### src/hdl/chse_pkg.sv
// ----------------------------------------------------------------------------
// chse_pkg: shared types and constants for the cipher suite extractor
// Record and hello offsets, status codes and the job handed from the byte
// parser to the result emitter.
// ----------------------------------------------------------------------------
package chse_pkg;

   // content type of a TLS handshake record
   localparam logic [7:0]  HS_RECORD  = 8'h16;
   // offset of the session ID length byte
   localparam logic [15:0] SID_OFFSET = 16'd43;
   // list start = SID_OFFSET + 3 + session ID length
   localparam logic [15:0] LIST_BIAS  = 16'd46;
   // minimum lengths, compared against a 17-bit payload length
   localparam logic [16:0] MIN_RECORD = 17'd5;
   localparam logic [16:0] MIN_HELLO  = 17'd9;
   localparam logic [16:0] MIN_SID    = 17'd44;
   // saturation point of the byte position
   localparam logic [15:0] POS_MAX    = 16'hFFFF;

   typedef enum logic [1:0] {
      ST_OK     = 2'd0,
      ST_NOT_HS = 2'd1,
      ST_SHORT  = 2'd2
   } status_type;

   // one finished payload, waiting for its results to go out
   typedef struct packed {
      status_type  status;
      logic [15:0] version;
      logic        has_suites;
   } job_type;

endpackage

### src/hdl/chse_parser.sv
// ----------------------------------------------------------------------------
// chse_parser: per-byte ClientHello parser
// Tracks the byte position, captures record type, version, list start and
// list length, writes kept suites to the suite store and builds the job
// (status, version, count) on the last byte of a payload.
// ----------------------------------------------------------------------------
module chse_parser #(
   parameter int MAX_SUITES = 16,
   localparam int IW = (MAX_SUITES > 1) ? $clog2(MAX_SUITES) : 1,
   localparam int CW = $clog2(MAX_SUITES + 1)
) (
   input  logic              clock,
   input  logic              reset,
   input  logic              byte_valid,
   input  logic [7:0]        byte_data,
   input  logic              byte_first,
   input  logic              byte_last,
   output logic              wr_en,
   output logic [IW-1:0]     wr_addr,
   output logic [15:0]       wr_data,
   output logic              job_load,
   output chse_pkg::job_type job_data,
   output logic [CW-1:0]     job_count
);

   localparam logic [15:0] LIST_SPAN = 16'(2 * MAX_SUITES);
   localparam logic [14:0] CNT_CAP   = 15'(MAX_SUITES);

   logic [15:0] pos_ff, pos_in;
   logic [7:0]  first_ff, first_in;
   logic [15:0] ver_ff, ver_in;
   logic [15:0] ls_ff, ls_in;
   logic [15:0] ll_ff, ll_in;
   logic [7:0]  hold_ff, hold_in;

   logic [15:0] idx;
   logic [15:0] off;
   logic        in_list;
   logic [16:0] len;
   logic [16:0] list_end;
   logic [14:0] half_len;
   chse_pkg::status_type st;

   // field capture at the current byte position
   always_comb begin
      idx      = byte_first ? 16'd0 : pos_ff;
      first_in = byte_first ? 8'd0  : first_ff;
      ver_in   = byte_first ? 16'd0 : ver_ff;
      ls_in    = byte_first ? 16'd0 : ls_ff;
      ll_in    = byte_first ? 16'd0 : ll_ff;
      hold_in  = byte_first ? 8'd0  : hold_ff;
      off      = idx - ls_in;
      in_list  = (idx >= ls_in) && (off < LIST_SPAN);
      wr_en    = 1'b0;
      wr_addr  = off[IW:1];
      wr_data  = {hold_in, byte_data};

      if (idx == 16'd0) begin
         first_in = byte_data;
      end else if (idx == 16'd1) begin
         ver_in = {byte_data, 8'd0};
      end else if (idx == 16'd2) begin
         ver_in = {ver_in[15:8], byte_data};
      end else if (idx == chse_pkg::SID_OFFSET) begin
         ls_in = chse_pkg::LIST_BIAS + {8'd0, byte_data};
      end else if (idx > chse_pkg::SID_OFFSET) begin
         if (idx == ls_in - 16'd2) begin
            hold_in = byte_data;
         end else if (idx == ls_in - 16'd1) begin
            ll_in = {hold_in, byte_data};
         end else if (in_list) begin
            if (!off[0]) begin
               hold_in = byte_data;
            end else begin
               wr_en = byte_valid;
            end
         end
      end

      pos_in = (idx < chse_pkg::POS_MAX) ? idx + 16'd1 : idx;
   end

   // status and count at the last byte
   always_comb begin
      len      = {1'b0, idx} + 17'd1;
      list_end = {1'b0, ls_in} + {1'b0, ll_in};
      half_len = ll_in[15:1];

      if (len < chse_pkg::MIN_RECORD) begin
         st = chse_pkg::ST_SHORT;
      end else if (first_in != chse_pkg::HS_RECORD) begin
         st = chse_pkg::ST_NOT_HS;
      end else if (len < chse_pkg::MIN_HELLO || len < chse_pkg::MIN_SID ||
                   len < {1'b0, ls_in} || len < list_end) begin
         st = chse_pkg::ST_SHORT;
      end else begin
         st = chse_pkg::ST_OK;
      end

      job_load = byte_valid && byte_last;
      job_data.status = st;
      if (st == chse_pkg::ST_OK) begin
         job_data.version = ver_in;
         job_count = (half_len > CNT_CAP) ? CW'(MAX_SUITES) : CW'(half_len);
      end else begin
         job_data.version = 16'd0;
         job_count = '0;
      end
      job_data.has_suites = (job_count != '0);
   end

   // parse state
   always_ff @(posedge clock) begin
      if (reset) begin
         pos_ff   <= '0;
         first_ff <= '0;
         ver_ff   <= '0;
         ls_ff    <= '0;
         ll_ff    <= '0;
         hold_ff  <= '0;
      end else if (byte_valid) begin
         pos_ff   <= pos_in;
         first_ff <= first_in;
         ver_ff   <= ver_in;
         ls_ff    <= ls_in;
         ll_ff    <= ll_in;
         hold_ff  <= hold_in;
      end
   end

endmodule

### src/hdl/chse_emitter.sv
// ----------------------------------------------------------------------------
// chse_emitter: suite store and result sequencer
// Holds one finished job, walks its kept suites out of the suite store one per
// cycle unless out_ready stalls, and drives the registered result channel.
// ----------------------------------------------------------------------------
module chse_emitter #(
   parameter int MAX_SUITES = 16,
   localparam int IW = (MAX_SUITES > 1) ? $clog2(MAX_SUITES) : 1,
   localparam int CW = $clog2(MAX_SUITES + 1)
) (
   input  logic              clock,
   input  logic              reset,
   input  logic              wr_en,
   input  logic [IW-1:0]     wr_addr,
   input  logic [15:0]       wr_data,
   input  logic              job_load,
   input  chse_pkg::job_type job_data,
   input  logic [CW-1:0]     job_count,
   output logic              job_free,
   output logic              out_valid,
   input  logic              out_ready,
   output logic [47:0]       out_data,
   output logic              out_last
);

   localparam int SW = CW + 1;

   logic [15:0] store [MAX_SUITES];
   logic [15:0] rd_data_ff;
   logic [IW-1:0] rd_addr;

   logic              active_ff, active_in;
   chse_pkg::job_type job_ff;
   logic [CW-1:0]     cnt_ff;
   logic [IW-1:0]     k_ff, k_in;

   logic        valid_ff, valid_in;
   logic [1:0]  st_ff;
   logic [15:0] ver_ff;
   logic [4:0]  cnt_out_ff;
   logic [3:0]  idx_ff;
   logic [15:0] suite_ff;
   logic        last_ff;

   logic        out_free;
   logic        advance;
   logic        final_res;
   logic [IW+3:0] k_ext;
   logic [CW+4:0] cnt_ext;

   // sequencing of the kept suites
   always_comb begin
      out_free  = !valid_ff || out_ready;
      advance   = active_ff && out_free;
      final_res = advance && (!job_ff.has_suites ||
                  (SW'(k_ff) + SW'(1) == SW'(cnt_ff)));
      job_free  = !active_ff || final_res;

      if (job_load) begin
         active_in = 1'b1;
         k_in      = '0;
      end else begin
         active_in = final_res ? 1'b0 : active_ff;
         k_in      = advance ? k_ff + IW'(1) : k_ff;
      end
      rd_addr  = k_in;
      valid_in = advance ? 1'b1 : (out_ready ? 1'b0 : valid_ff);
      k_ext    = (IW + 4)'(k_ff);
      cnt_ext  = (CW + 5)'(cnt_ff);
   end

   // suite store, read data registered with same-cycle write forwarding
   always_ff @(posedge clock) begin
      if (wr_en) begin
         store[wr_addr] <= wr_data;
      end
      if (wr_en && wr_addr == rd_addr) begin
         rd_data_ff <= wr_data;
      end else begin
         rd_data_ff <= store[rd_addr];
      end
   end

   // job slot
   always_ff @(posedge clock) begin
      if (reset) begin
         active_ff <= 1'b0;
      end else begin
         active_ff <= active_in;
      end
      k_ff <= k_in;
      if (job_load) begin
         job_ff <= job_data;
         cnt_ff <= job_count;
      end
   end

   // result register
   always_ff @(posedge clock) begin
      if (reset) begin
         valid_ff <= 1'b0;
      end else begin
         valid_ff <= valid_in;
      end
      if (advance) begin
         st_ff      <= job_ff.status;
         ver_ff     <= job_ff.version;
         cnt_out_ff <= cnt_ext[4:0];
         idx_ff     <= job_ff.has_suites ? k_ext[3:0] : 4'd0;
         suite_ff   <= job_ff.has_suites ? rd_data_ff : 16'd0;
         last_ff    <= final_res;
      end
   end

   assign out_valid = valid_ff;
   assign out_data  = {5'd0, suite_ff, idx_ff, cnt_out_ff, ver_ff, st_ff};
   assign out_last  = last_ff;

endmodule

### src/hdl/tls_client_hello_suite_extract.sv
// ----------------------------------------------------------------------------
// tls_client_hello_suite_extract: TLS ClientHello cipher suite extractor
// Byte-wide payload in, one result per kept cipher suite out.
// ----------------------------------------------------------------------------
// Usage:
//   req channel: one TCP payload byte per transfer; tuser marks the first
//   byte of a payload (parsing restarts), tlast marks its final byte.
//   rsp channel: results of a payload go out after its last byte: a single
//   result with the status on a failed parse or an empty suite list, else
//   one result per kept suite (up to MAX_SUITES), tlast on the final one.
//   The first result follows the last byte taken through the job slot and
//   then the result register. Throughput: one byte per cycle; after the
//   last byte of a payload the request side waits while that payload's
//   results are walked out of the suite store, one result per cycle while
//   rsp_tready does not stall them, the suite store's single read port
//   setting the result rate.
//   A stalled rsp_tready holds the result register and, once the pending
//   payload's results are all queued, only that register: bytes of the next
//   payload are taken in the meantime until its own last byte.
//   Reset clears the parse state and drops any pending results; the suite
//   store needs no clearing.
// ----------------------------------------------------------------------------
module tls_client_hello_suite_extract #(
   parameter int MAX_SUITES = 16
) (
   input  logic        clock,
   input  logic        reset,
   input  logic        req_tvalid,
   output logic        req_tready,
   input  logic [7:0]  req_tdata,   // [7:0] payload_byte
   input  logic        req_tuser,   // [0] first_byte
   input  logic        req_tlast,   // last_byte
   output logic        rsp_tvalid,
   input  logic        rsp_tready,
   output logic [47:0] rsp_tdata,   // [1:0] status, [17:2] record_version,
                                    // [22:18] suite_count, [26:23] suite_index,
                                    // [42:27] cipher_suite, [47:43] zero
   output logic        rsp_tlast    // last_result
);

   localparam int IW = (MAX_SUITES > 1) ? $clog2(MAX_SUITES) : 1;
   localparam int CW = $clog2(MAX_SUITES + 1);

   logic              byte_valid;
   logic              wr_en;
   logic [IW-1:0]     wr_addr;
   logic [15:0]       wr_data;
   logic              job_load;
   chse_pkg::job_type job_data;
   logic [CW-1:0]     job_count;
   logic              job_free;

   // a byte is taken whenever the job slot is free this cycle
   assign req_tready = job_free;
   assign byte_valid = req_tvalid && job_free;

   chse_parser #(
      .MAX_SUITES(MAX_SUITES)
   ) u_parser (
      .clock      (clock),
      .reset      (reset),
      .byte_valid (byte_valid),
      .byte_data  (req_tdata),
      .byte_first (req_tuser),
      .byte_last  (req_tlast),
      .wr_en      (wr_en),
      .wr_addr    (wr_addr),
      .wr_data    (wr_data),
      .job_load   (job_load),
      .job_data   (job_data),
      .job_count  (job_count)
   );

   chse_emitter #(
      .MAX_SUITES(MAX_SUITES)
   ) u_emitter (
      .clock      (clock),
      .reset      (reset),
      .wr_en      (wr_en),
      .wr_addr    (wr_addr),
      .wr_data    (wr_data),
      .job_load   (job_load),
      .job_data   (job_data),
      .job_count  (job_count),
      .job_free   (job_free),
      .out_valid  (rsp_tvalid),
      .out_ready  (rsp_tready),
      .out_data   (rsp_tdata),
      .out_last   (rsp_tlast)
   );

endmodule

### config.mk
export PLATFORM = sky130hd
export DESIGN_NAME = tls_client_hello_suite_extract
export DESIGN_NICKNAME = d
export VERILOG_FILES = /design/src/hdl/chse_pkg.sv /design/src/hdl/chse_parser.sv /design/src/hdl/chse_emitter.sv /design/src/hdl/tls_client_hello_suite_extract.sv
export SDC_FILE = /design/constraint.sdc
export NUM_CORES = 1
export LEC_CHECK = 0
export ABC_AREA = 1
export BUFFER_PORTS_ARGS = -buffer_cell sky130_fd_sc_hd__buf_2
export CAP_MARGIN = 20
export CORE_MARGIN = 1
export CORE_UTILIZATION = 55
export CTS_CLUSTER_SIZE = 16
export DETAILED_ROUTE_END_ITERATION = 6
export GPL_TIMING_DRIVEN = 0
export PLACE_DENSITY = 0.72
export SYNTH_ARGS = -nofsm -noshare
export SYNTH_HDL_FRONTEND = slang
export SYNTH_SLANG_ARGS = --single-unit
### constraint.sdc
create_clock -name clock -period 8.35 [get_ports clock]
set_input_delay 0.835 -clock clock [delete_from_list [all_inputs] [get_ports clock]]
set_output_delay 0.835 -clock clock [all_outputs]
set_load 0.05 [all_outputs]
==> results.sh <==
export IMPL_status="finished, final reports clean"
export IMPL_arrival_ps=8220
export IMPL_period_share_pct=93.9
export IMPL_clk_path_buf_depth=3
export IMPL_fin_setup_tns_ps=0
export IMPL_layout_drive_gt1_share_pct=8.39
export IMPL_yosysWarnings=0
export IMPL_worst_ep_required_time_ps=8730
export IMPL_dp_slack_ps=-1470
export IMPL_vdd_drop_max_mv=0.181
export IMPL_ys_seq_area_share_pct=53.9
export IMPL_firstDrtPassIters=6
export IMPL_slew_headroom_pct=23.0
export IMPL_drt_vias_per_instance=6.06
export IMPL_die_area_um2=39400
export IMPL_clock_sinks=410
export IMPL_nNetsFinal=2582
export IMPL_critPathMostFrequentCell="nand2_1"
export IMPL_nFillCells=3190
export IMPL_worst_slew_pin_transition_ps=1140
export IMPL_finalHoldViolCount=0
export IMPL_io_buffers=59
export IMPL_start_util_pct=56.1
export IMPL_p_per_area_nw_per_um2=221
export IMPL_area_growth_pct=12.2
export IMPL_seq_area_um2=11500
export IMPL_postRouteWirelength_um=67300
export IMPL_final_max_slew_viol_count=0
export IMPL_fp_dieW_um=199
export IMPL_start_kind="primary input"
export IMPL_async_flop_share_pct=0
export IMPL_ys_flop_type="edfxtp_1"
export IMPL_hp_class="reg2reg"
export IMPL_wire_per_inst_um=22.2
export IMPL_num_rows=71
export IMPL_grt_pass1_wl_um=102000
export IMPL_crit_path_end_kind="register"
export IMPL_drv_cap=0
export IMPL_synthCells=2375
export IMPL_postPlaceCellArea_um2=22500
export IMPL_setup_viol=0
export IMPL_antennaDiodeCount=0
export IMPL_synth_seq_cells=410
export IMPL_slowest_stage="fa_1"
export IMPL_dp_hpwl_um=49600
export IMPL_via_count=18390
export IMPL_grt_usage_pct=34.8
export IMPL_gp_congestion=0.981
export IMPL_crit_path_max_fanout=28
export IMPL_ant_nets=0
export IMPL_htree_levels=2
export IMPL_antenna_found_initial=0
export IMPL_clk_latency_ps=580
export IMPL_core_area_um2=37800
export IMPL_die_h_um=199
export IMPL_p_leak_nw=9.49
export IMPL_cts_hold_buf=0
export IMPL_stdcell_area_um2=23800
export IMPL_synth_edf_count=324
export IMPL_grt_setup_unrepaired="no"
export IMPL_grt_pass1_vias=17396
export IMPL_power_total_mw=5.26
export IMPL_period_needed_ps=7840
export IMPL_root_buffer="clkbuf_16"
export IMPL_post_synth_instance_area_um2=21200
export IMPL_path_clk_slew_ps=60
export IMPL_multiInputGateArea_um2=8460
export IMPL_drc=0
export IMPL_ios=65
export IMPL_max_freq_ghz=0.128
export IMPL_finClkSkew_ps=35.4
export IMPL_setup_ws_ps=508
export IMPL_cts_tree="done"
export IMPL_cp_slowest_stage_delay_ps=390
export IMPL_drtIter0Drc=2232
export IMPL_synth_distinct_cells=54
export IMPL_grt_max_degree=47
export IMPL_critPathKind="in2reg"
export IMPL_syn_area_per_cell_um2=8.94
export IMPL_grt_overflow=0
export IMPL_numCtsBuffers=42
-- worst max-delay path, delay by kind of cell --
family | cells | cell delay (ps)
AO/OA/AOI/OAI | 12 | 2040
adder cells (fa/ha/maj) | 4 | 1210
AND/OR/NAND/NOR | 17 | 2440
buffers and inverters | 10 | 1620
-- final cells by class --
cell class / count / area share, %
plain buffers: 101 / 1.86
clock buffers: 58 / 4.91
clock inverters: 15 / 0.604
inverters: 252 / 3.97
multi-input cells: 1614 / 35.5
flip-flops and latches: 410 / 48.1
well taps: 511 / 2.68
repair buffers: 76 / 2.40
-- per-layer routing --
| metal | GRT usage (%) | part of all wire, % |
|---|---|---|
| met5 | 0 | 0 |
| met4 | 17.6 | 5.3 |
| met3 | 5.36 | 10 |
| met2 | 55.4 | 45 |
| met1 | 46.5 | 39 |
-- cells in the mapped netlist (8+ instances only) --
master | instances | area [um^2]
inv_1 | 245 | 920
nand3_1 | 151 | 756
nor2_2 | 8 | 50.1
nand3b_1 | 9 | 67.6
a31oi_1 | 21 | 131
o221ai_1 | 46 | 403
ha_1 | 70 | 876
nand2_2 | 16 | 100
o211ai_1 | 31 | 233
nand2_1 | 407 | 1530
nor2_1 | 318 | 1190
nand4_1 | 27 | 169
o21ai_0 | 241 | 1210
a21oi_1 | 132 | 661
o21ai_1 | 8 | 40.0
nor3_1 | 14 | 70.1
xor2_1 | 30 | 263
clkbuf_1 | 80 | 300
dfxtp_1 | 86 | 1720
o22ai_1 | 21 | 131
edfxtp_1 | 324 | 9730
-- path summary, 6_finish.rpt --
| kind | startpoint | endpoint | slack, ps | depth (start not counted) |
|---|---|---|---|---|
| worst max-delay path | req_tuser | u_emitter.cnt_ff[1] | 510 | 43 |
| worst min-delay path | u_emitter.job_ff[3] | u_emitter.ver_ff[2] | 420 | 0 |
| worst max register to register | u_parser.pos_ff[0] | u_emitter.cnt_ff[1] | 1250 | 38 |
| worst min register to register | u_emitter.job_ff[3] | u_emitter.ver_ff[2] | 420 | 0 |
-- kinds of logic after synthesis --
| logic type | after synthesis | share of synthesized area, % |
|---|---|---|
| and+or+nand+nor | 970 | 19.4 |
| AOI/OAI and AO/OA | 534 | 14.5 |
| DFF | 410 | 53.9 |
| buffers and inverters | 355 | 6.56 |
| adders and majority gates | 71 | 4.22 |
| xor gates and xnor gates | 34 | 1.40 |
| other | 1 | 0.0177 |
-- where the power goes --
group	internal [mW]	leakage, nW	switching (mW)
clock network	1.04	0.641	0.786
registers	2.25	3.48	0.0269
logic	0.306	5.36	0.846
total	3.60	9.49	1.66
-- stage by stage --
step                hold slack (ps)  std cells  util (%)
global route                    429       3037      63.0
floorplan                       400       2379         -
CTS                             422       3037      62.9
finish                          421       3037      63.0
global placement                404       2949      58.6
detailed placement              405       2965      59.5
-- cell usage in the layout (no fill, tap or decap), drive strengths merged, types with 3 or more instances in the layout --
| master | count |
|---|---|
| nor4 | 5 |
| nand3 | 153 |
| nor3b | 3 |
| inv | 251 |
| xor2 | 30 |
| nand3b | 9 |
| o211ai | 31 |
| nand2 | 424 |
| a21oi | 132 |
| nor3 | 14 |
| dfxtp | 86 |
| a221oi | 4 |
| o21bai | 4 |
| conb | 5 |
| o221ai | 46 |
| clkinv | 14 |
| nand4 | 27 |
| buf | 97 |
| o31ai | 4 |
| o22ai | 21 |
| o21a | 4 |
| nor2 | 328 |
| ha | 70 |
| a211oi | 4 |
| edfxtp | 324 |
| clkbuf | 138 |
| o21ai | 256 |
| a31oi | 21 |
| xnor2 | 4 |
| or2 | 3 |
-- sequential cells by signal, summed over array words and instances, names as in the netlist, 5 cells and up --
name / flops
u_emitter.cnt_ff: 5
u_emitter.cnt_out_ff: 5
u_emitter.job_ff: 19
u_emitter.store: 256
u_emitter.suite_ff: 16
u_emitter.ver_ff: 16
u_parser.first_ff: 8
u_parser.hold_ff: 8
u_parser.ll_ff: 16
u_parser.ls_ff: 16
u_parser.pos_ff: 16
u_parser.ver_ff: 16
-- what timing repair did --
item | in CTS | in global routing
setup buffers | 0 | 0
endpoints found under the setup margin | 23 | 22
resized for setup | 3 | 6
cloned | 0 | 0
Power figures use the tool's default switching activity.
